[src/design/hts_div.sv]
// Restoring unsigned divider, one quotient bit per cycle.
`default_nettype none
module hts_div #(
  parameter int NW = 32,
  parameter int DW = 16,
  parameter int QW = 16
) (
  input  wire logic          clk,
  input  wire logic          rst_n,
  input  wire logic          start,
  input  wire logic [NW-1:0] num,
  input  wire logic [DW-1:0] den,
  output logic               done,
  output logic [QW-1:0]      quot,
  output logic [NW-1:0]      rem
);

  localparam int SW = DW + QW - 1;
  localparam int LW = (NW > SW) ? NW : SW;
  localparam int CW = (QW > 1) ? $clog2(QW) : 1;

  logic [NW-1:0] rem_r, rem_nxt;
  logic [SW-1:0] dsh_r, dsh_nxt;
  logic [QW-1:0] quot_r, quot_nxt;
  logic [CW-1:0] cnt_r, cnt_nxt;
  logic          busy_r, busy_nxt;
  logic          done_r, done_nxt;
  logic          fits;

  assign fits = LW'(rem_r) >= LW'(dsh_r);

  always_comb begin
    rem_nxt  = rem_r;
    dsh_nxt  = dsh_r;
    quot_nxt = quot_r;
    cnt_nxt  = cnt_r;
    busy_nxt = busy_r;
    done_nxt = 1'b0;
    if (start) begin
      rem_nxt  = num;
      dsh_nxt  = SW'(den) << (QW - 1);
      cnt_nxt  = CW'(QW - 1);
      busy_nxt = 1'b1;
    end else if (busy_r) begin
      if (fits) begin
        rem_nxt = rem_r - NW'(dsh_r);
      end
      quot_nxt = QW'({quot_r, fits});
      dsh_nxt  = dsh_r >> 1;
      cnt_nxt  = cnt_r - 1'b1;
      if (cnt_r == '0) begin
        busy_nxt = 1'b0;
        done_nxt = 1'b1;
      end
    end
  end

  always_ff @(posedge clk) begin
    if (!rst_n) begin
      busy_r <= 1'b0;
      done_r <= 1'b0;
    end else begin
      busy_r <= busy_nxt;
      done_r <= done_nxt;
    end
    rem_r  <= rem_nxt;
    dsh_r  <= dsh_nxt;
    quot_r <= quot_nxt;
    cnt_r  <= cnt_nxt;
  end

  assign done = done_r;
  assign quot = quot_r;
  assign rem  = rem_r;

endmodule
`default_nettype wire
[config.mk]
export PLATFORM = sky130hd
export DESIGN_NAME = hts_div
export DESIGN_NICKNAME = d
export VERILOG_FILES = /design/src/design/hts_div.sv
export SDC_FILE = /design/constraint.sdc
export NUM_CORES = 1
export LEC_CHECK = 0
export BUFFER_PORTS_ARGS = -buffer_cell sky130_fd_sc_hd__buf_2
export CAP_MARGIN = 20
export CORE_UTILIZATION = 50
export CTS_CLUSTER_SIZE = 16
export DETAILED_ROUTE_END_ITERATION = 8
export MAX_ROUTING_LAYER = met4
export PLACE_DENSITY = 0.77
export SLEW_MARGIN = 10
export SYNTH_ARGS = -nofsm -noshare
export SYNTH_HDL_FRONTEND = slang
export SYNTH_SLANG_ARGS = --single-unit
export TNS_END_PERCENT = 20
[constraint.sdc]
create_clock -name clk -period 5.8 [get_ports clk]
set_input_delay 1.16 -clock clk [delete_from_list [all_inputs] [get_ports clk]]
set_output_delay 1.16 -clock clk [all_outputs]
set_load 0.005 [all_outputs]
# [Word level (Yosys, flattened, before mapping)]
# Index checks and enable logic that the tools add are counted.
[op_classes] n_addsub=2 reduce_logical=6 order_cmp=1 bitwise=3 muxes=9
[op_table] op="$mux 32" count=3
[op_table] op="$mux 31" count=2
[op_table] op="$ge 32x31->1" count=1
[op_table] op="$sub 32x31->32" count=1
[op_table] op="$logic_not 4->1" count=1
[op_table] op="$mux 1" count=4
[op_table] op="$reduce_and 2->1" count=2
[op_table] op="$reduce_bool 2->1" count=2
[op_table] op="$sub 4x1->4 const B" count=1
[op_table] op="$not 1->1" count=3
[op_table] op="$reduce_or 3->1" count=1
[totals] ff_bits=85 wordCells=28 inputBits=51 output_inout_bits=49

# [Depth between registers and ports, before layout]
# Gate-level depths: netlist (run 1).
[depth] depth_word=4 mapped_depth=11 depth_no_buf=11

# [Least setup slack after synthesis (run 1)]
# No wires, ideal clock.
[synth_timing] kind="reg2reg" from="register rem_r[21], in the netlist rem[21]" to="register rem_r[0], in the netlist rem[0] (enable)" setup_time_ns=0.436 arrival_ns=3.637 synth_period_minus_slack_ns=4.073 stages_incl_launch_ff=9 setup_slack_ns=1.727 n_path_buf=1 required_time_ns=5.364 path_cell_list="edfxtp_1 -> ha_1 -> clkbuf_1 -> nand2_1 -> nor2_1 -> nand2_1 -> or4_1 -> or2_2 -> o221ai_1"
[synth_via] elab_chain_len=3
[synth_lines] item="from (decl)" line_no="22" source="logic [NW-1:0] rem_r, rem_nxt;"
[synth_lines] item="from (signal assigned)" line_no="66" source="rem_r <= rem_nxt;"
[synth_lines] item="$ge 32x31->1" line_no="30" source="assign fits = LW'(rem_r) >= LW'(dsh_r);"
[synth_lines] item="$reduce_bool 2->1 (no line)"
[synth_lines] item="$reduce_and 2->1 (no line)"
# Every way passes these cells.
# A chain may end at the register's enable or synchronous reset.

# [Worst setup path after layout (run 1)]
[layout_timing] from="register rem_r[0], in the netlist rem[0]" to="register rem_r[25], in the netlist rem[25] (enable)"
# Same word-level chain as after synthesis.

==> results by group, run 1 <==
Finish
  – Layout cells sized above 1: 20.0%
  – Antenna Cells: 0
  – Layout fillers: 881
  – Area of the multi-input gates: 2630 um^2
  – Final Instance Count excl. Fillers: 783
  – P&R area growth vs syn: 16.2%
  – Fin nets: 729
  – Final core area utilization: 60.8%
  – Register Area: 2340 um^2

Timing
  – Setup TNS: 0 ns
  – Fin crit share: 60.5%
  – Fmax: 285 MHz
  – Worst-Margin Slew: 0.958 ns
  – Max-slew headroom: 36.2%
  – Final Hold Viols: 0
  – Final min period: 3.51 ns
  – Min Hold Slack: 0.455 ns
  – Slew Viols, Final: 0
  – Clk_skew: 0.0200 ns
  – Unrepaired setup endpoints after global routing: no
  – Setup violators final: 0

Pwr
  – PwrDens: 380 nW/um^2
  – Psw: 898 uW
  – Peak supply drop: 159 uV
  – Combinational power share: 45.0%
  – Sw frac: 39.1%
  – Cell Int Power: 1400 uW
  – Leakage: 0.00250 uW
  – Clock power share: 19.0%
  – Sequential Power Share: 35.9%

Logic synthesis
  – Mapped Nets: 638
  – Flops & latches, synth: 85
  – Synth Cell Area: 5210 um^2
  – Largest family of logic cells by synthesized area: compound AO/OA/AOI/OAI gates
  – Mapped Cells: 554
  – Simple-Gate Fraction of Synth Area: 15.3%
  – Post-synthesis adder-cell area fraction: 8.07%
  – Ys async rst share: 0%
  – Synth warn: 0
  – Count of cell types in the netlist: 57
  – EDFF count, synth: 64
  – Compound-gate portion of the synthesized area: 19.7%
  – Sequential fraction of the synthesis area: 45.0%
  – Post-synthesis xor/xnor area fraction: 3.70%
  – Mux contribution to synthesized area: 3.31%
  – Ys flop type: edfxtp_1
  – Synth Area per Inst: 9.40 um^2

Global route
  – Largest net degree at the start of global routing: 104
  – Grt ovf: 0
  – Global-route wire length before repair: 21100 um
  – Vias in the first global route: 4368
  – Initial antenna violation count: 0
  – Tot GR Track Use: 24.9%

Route
  – Via density: 5.71
  – WL per Instance: 16.2 um
  – Initial DRC count: 301
  – Routed vias: 4471
  – TritonRoute pass-1 iters: 5
  – Number of antenna-violating nets in the routed design: 0
  – Final wirelength: 12700 um
  – Drt drc: 0

CTS
  – CTS Buf Count: 9
  – Post-CTS setup buffers: 0
  – Clock buffer depth: 2
  – H-tree depth: 3
  – Root Buffer: clkbuf_8
  – Clk pin slew, worst setup/hold paths: 0.09 ns
  – CTS tree: done
  – Clock Latency Late Sink: 0.38 ns
  – CTS Sinks: 85
  – Post-CTS Hold Fix Bufs: 0
  – Post-CTS resize count: 0

Critical path
  – CP max stage delay: 0.42 ns
  – CP endpoint kind: flop
  – Worst Path Max Fanout: 22
  – Critical path, cell by cell: inv_1 > ha_1 > inv_1 > fa_1 > a21o_1 > a221oi_1 > o21ai_1 > a221oi_2 > o21bai_1 > a21oi_1 > o221ai_4 > buf_16
  – Most used cell, CP: inv_1
  – Critical path startpoint category: flop
  – Top delay family on crit path: compound AO/OA/AOI/OAI gates
  – Worst path required time: 5.92 ns
  – CP bufs+invs: 3
  – Critical path's slowest cell: a221oi_2
  – Data arrival time of the critical path: 3.63 ns
  – Crit path kind: flop to flop

Place
  – Global placement routability congestion: 0.936
  – Number of placed cells counting well taps: 765
  – DP HPWL: 9340 um
  – IO buf count: 99

Run status
  – Status: finished clean

Floorplan
  – Io pins: 100
  – Die Ht: 104 um
  – Die Width: 104 um
  – Die area: 10800 um^2
  – Core area: 9950 um^2
  – Initial core utilization: 52.3%
  – Site row count: 36

Hold path
  – HP Class: flop to flop

Run
  – Max Cap Viol: 0
## metrics by stage
stage	cell area, um^2	setup slack [ns]	total power (uW)
after floorplan	5210	1.73	1560
after global placement	5810	2.34	1830
after detailed placement	5810	2.21	1850
after CTS	6010	2.17	2290
after global routing	6050	2.08	2440
final	6050	2.29	2300
## flip-flops by register name, summed over array words and instances (netlist names)
name,cells
quot,16
cnt_r,4
rem,32
dsh_r,31
done,1
busy_r,1
## cell usage after synthesis (9+ instances only)
library cell	number	area [um^2]
clkbuf_1	17	63.8
mux2i_1	15	150
inv_1	41	154
a21oi_1	41	205
o31ai_1	15	113
ha_1	32	400
o21bai_1	9	67.6
nor2_1	42	158
dfxtp_1	21	420
xnor2_1	16	140
o21ai_0	39	195
a21o_1	12	90.1
nand2_1	73	274
edfxtp_1	64	1920
nand3_1	11	55.1
## power by group through the flow
stage          logic, uW  registers (uW)  clock network [uW]
3_3_place_gp         993             839                   0
5_1_grt             1140             836                 463
3_5_place_dp        1010             845                   0
6_report            1030             826                 437
2_1_floorplan        720             840                   0
4_1_cts             1010             831                 441
## cells by family (layout without fill, tap and decap cells)
kind of cell	count (synthesis)	after routing
and+or+nand+nor	172	172
AOI/OAI and AO/OA	159	159
DFF	85	85
buffers and inverters	66	162
adders and majority gates	33	33
xor gates and xnor gates	22	22
muxes	17	17
## layer usage
metal / global-route usage (%) / wire length [um] / part of all wire, % / vias up
li1: - / - / - / 2196
met2: 38.6 / 5840 / 46 / 153
met3: 3.07 / 651 / 5.1 / 23
met1: 33.3 / 5900 / 47 / 2099
met4: 9.69 / 289 / 2.3 / 0
met5: - / 0 / 0 / -
## layout make-up
type                            instances  share of cell area, %
Clock buffer                           10                   2.11
Clock inverter                          6                   1.12
Inverter                               42                   2.60
Multi-Input combinational cell        403                   43.5
Sequential cell                        85                   38.7
Tap cell                              133                   2.75
Timing Repair Buffer                  104                   9.26
## worst paths after layout
| check | startpoint | to | slack (ns) | depth (start not counted) |
|---|---|---|---|---|
| min reg2reg | quot[6] | quot[7] | 0.46 | 0 |
| min | quot[6] | quot[7] | 0.46 | 0 |
| max reg2reg | rem[0] | rem[25] | 2.29 | 12 |
| max | rem[0] | rem[25] | 2.29 | 12 |
## cell usage in the layout, fill, tap and decap left out, types with 3 or more instances in the layout
master,count
buf_2,99
nand2_1,73
edfxtp_1,64
nor2_1,42
inv_1,41
a21oi_1,41
o21ai_0,39
ha_1,32
dfxtp_1,21
xnor2_1,16
o31ai_1,15
mux2i_1,15
a21o_1,12
nand3_1,11
o21bai_1,9
clkbuf_8,9
nand2b_1,6
a31oi_1,6
nand4_1,6
xor2_1,6
and2_1,5
o21a_1,5
and3_1,5
nor4_1,4
a311oi_1,4
nor3_1,3
a211o_1,3
a211oi_1,3
or4_1,3
nor2b_1,3
o211ai_1,3
buf_4,3
(Power assumes the default switching activity.)
==> run 2: changes to the inputs <==
- PLACE_DENSITY: 0.77 -> 0.8
- clock period: 5.8 -> 3 ns (I/O delays scaled with it)
==> run 2 against run 1 <==
Compared with the run above: core utilization increased by 1.1 points; global-route usage increased by 0.72 points; first-iteration DRC count increased by 17%; total power increased by 98%; sequential share of layout area decreased by 0.66 points; hold slack got worse by 0.0055 ns; wire length increased by 2.5%; design area increased by 1.7%; combinational power increased by 100%; clock power increased by 93%; sequential cell count unchanged; worst setup slack got worse by 2.2 ns; critical path type unchanged; largest cell class unchanged; largest power group unchanged.
==> results by group, run 2 (synthesized netlist as in run 1, its figures left out) <==
Pwr
  – Cell Int Power: 2690 uW
  – PwrDens: 737 nW/um^2
  – Peak supply drop: 309 uV
  – Overall power: 4540 uW
  – Combinational power share: 46.0%
  – Sw frac: 40.6%
  – Sequential Power Share: 35.4%
  – Leakage: 0.00254 uW
  – Psw: 1840 uW
  – Clock power share: 18.6%

Timing
  – Final min period: 2.94 ns
  – Setup violators final: 0
  – Final Hold Viols: 0
  – Clk_skew: 0.0119 ns
  – Slew Viols, Final: 0
  – Worst-Margin Slew: 0.768 ns
  – Min Hold Slack: 0.450 ns
  – Fmax: 340 MHz
  – Fin crit share: 98.0%
  – Max-slew headroom: 48.7%
  – Unrepaired setup endpoints after global routing: yes

Global route
  – Tot GR Track Use: 25.6%
  – Vias in the first global route: 4408
  – Initial antenna violation count: 0
  – Grt ovf: 0
  – Global-route wire length before repair: 21700 um
  – Largest net degree at the start of global routing: 104

Critical path
  – FF-to-FF End: rem[30]
  – Critical path's slowest cell: or4_1
  – Crit path kind: flop to flop
  – Worst path required time: 3.25 ns
  – R2R depth: 11
  – Data arrival time of the critical path: 3.19 ns
  – Critical path startpoint category: flop
  – Critical path destination: rem[30]
  – Reg2reg start: rem[0]
  – Worst Path Max Fanout: 4
  – Crit. Startpoint: rem[0]
  – R2r setup slk: 0.06 ns
  – CP endpoint kind: flop
  – CP max stage delay: 0.50 ns
  – Critical path, cell by cell: inv_1 > ha_2 > inv_2 > fa_2 > a21o_1 > a221o_1 > a211oi_2 > a21oi_2 > nor2b_4 > or4_1 > nand3_1

Floorplan
  – Die Width: 104 um
  – Die Ht: 104 um
  – Die area: 10800 um^2
  – Io pins: 100
  – Core area: 9950 um^2
  – Initial core utilization: 52.3%
  – Site row count: 36

CTS
  – Clk pin slew, worst setup/hold paths: 0.11 ns
  – Post-CTS Hold Fix Bufs: 0
  – Root Buffer: clkbuf_8
  – Clock buffer depth: 2
  – CTS Buf Count: 9
  – Clock Latency Late Sink: 0.38 ns
  – CTS Sinks: 85
  – CTS tree: done
  – H-tree depth: 3

Finish
  – Antenna Cells: 0
  – P&R area growth vs syn: 18.2%
  – Max FFs per register: 32
  – Area of the multi-input gates: 2680 um^2
  – Fin nets: 736
  – Commonest non-fill, non-tap cell in the layout: buf_2
  – Layout cells sized above 1: 23.0%
  – Design Area, Final: 6160 um^2
  – Register Area: 2340 um^2
  – Commonest non-fill, non-tap cells in the layout: 99 x buf_2, 73 x nand2_1, 64 x edfxtp_1
  – Final core area utilization: 61.9%
  – Layout fillers: 858

Hold path
  – HP Class: primary input to flop

Route
  – TritonRoute pass-1 iters: 5
  – Number of antenna-violating nets in the routed design: 0
  – WL per Instance: 16.5 um
  – Drt drc: 0
  – Final wirelength: 13000 um
  – Routed vias: 4547
  – Initial DRC count: 352
  – Via density: 5.76

Place
  – DP HPWL: 9590 um
  – IO buf count: 99
  – Global placement routability congestion: 0.900
  – DP Area: 5910 um^2

Run status
  – Status: finished clean

Run
  – Max Cap Viol: 0
[run 2: cell count changes in the layout (fill, tap and decap cells not counted), sizes merged]
cell,before,now
clkbuf,10,9
clkinv,1,3
buf,104,111
bufinv,1,0
[run 2: per-stage QoR]
| stage | worst slack (ns) | TNS, ns | cells |
|---|---|---|---|
| 6_report | 0.0605 | 0 | 790 |
| 2_1_floorplan | 0.0205 | 0 | 554 |
| 3_3_place_gp | 0.147 | 0 | 773 |
| 5_1_grt | -0.0876 | -1.24 | 790 |
| 4_1_cts | 0.0577 | 0 | 790 |
| 3_5_place_dp | 0.0101 | 0 | 773 |
[run 2: worst min path at each step]
stage             from  endpoint  slack (ns)  cells after the start
4_1_cts          rst_n      done        0.44                      3
5_1_grt          rst_n      done        0.46                      3
3_3_place_gp   quot[1]   quot[2]        0.43                      0
6_report         rst_n      done        0.45                      3
2_1_floorplan  quot[9]  quot[10]        0.45                      0
3_5_place_dp   quot[1]   quot[2]        0.44                      0
[run 2: power by group through the flow]
stage               combinational [uW]  sequential [uW]  clock (uW)
global route                      2310             1630         899
detailed placement                1990             1630           0
global placement                  1950             1630           0
finish                            2090             1610         844
floorplan                         1410             1620           0
CTS                               2020             1610         847
[run 2: layout make-up]
class,count,share of cell area (%)
clock buffer,9,2.01
clock inverter,7,1.22
inverter,42,2.56
multi-input combinational,403,43.5
sequential,85,38.0
tap,133,2.70
timing repair buffer,111,9.92
[run 2: critical path: cells and delay by family (launching register included)]
family	cells	cell delay [ns]
buffers and inverters	2	0.12
AO/OA/AOI/OAI	4	0.99
AND/OR/NAND/NOR	3	0.75
flip-flops	1	0.40
adder cells (fa/ha/maj)	2	0.54
[run 2: timing repair]
action	in CTS	in global routing
setup buffers	1	0
pin swaps	3	1
endpoints found under the hold margin	0	0
setup endpoints to repair	25	40
gates resized for setup	1	10
[run 2: metal layers]
layer	share of wire (%)	track usage, %	up-vias
met5	0	-	-
met2	47	40.8	200
met3	6.1	3.45	20
li1	-	-	2216
met4	1.4	8.37	0
met1	46	33.9	2111
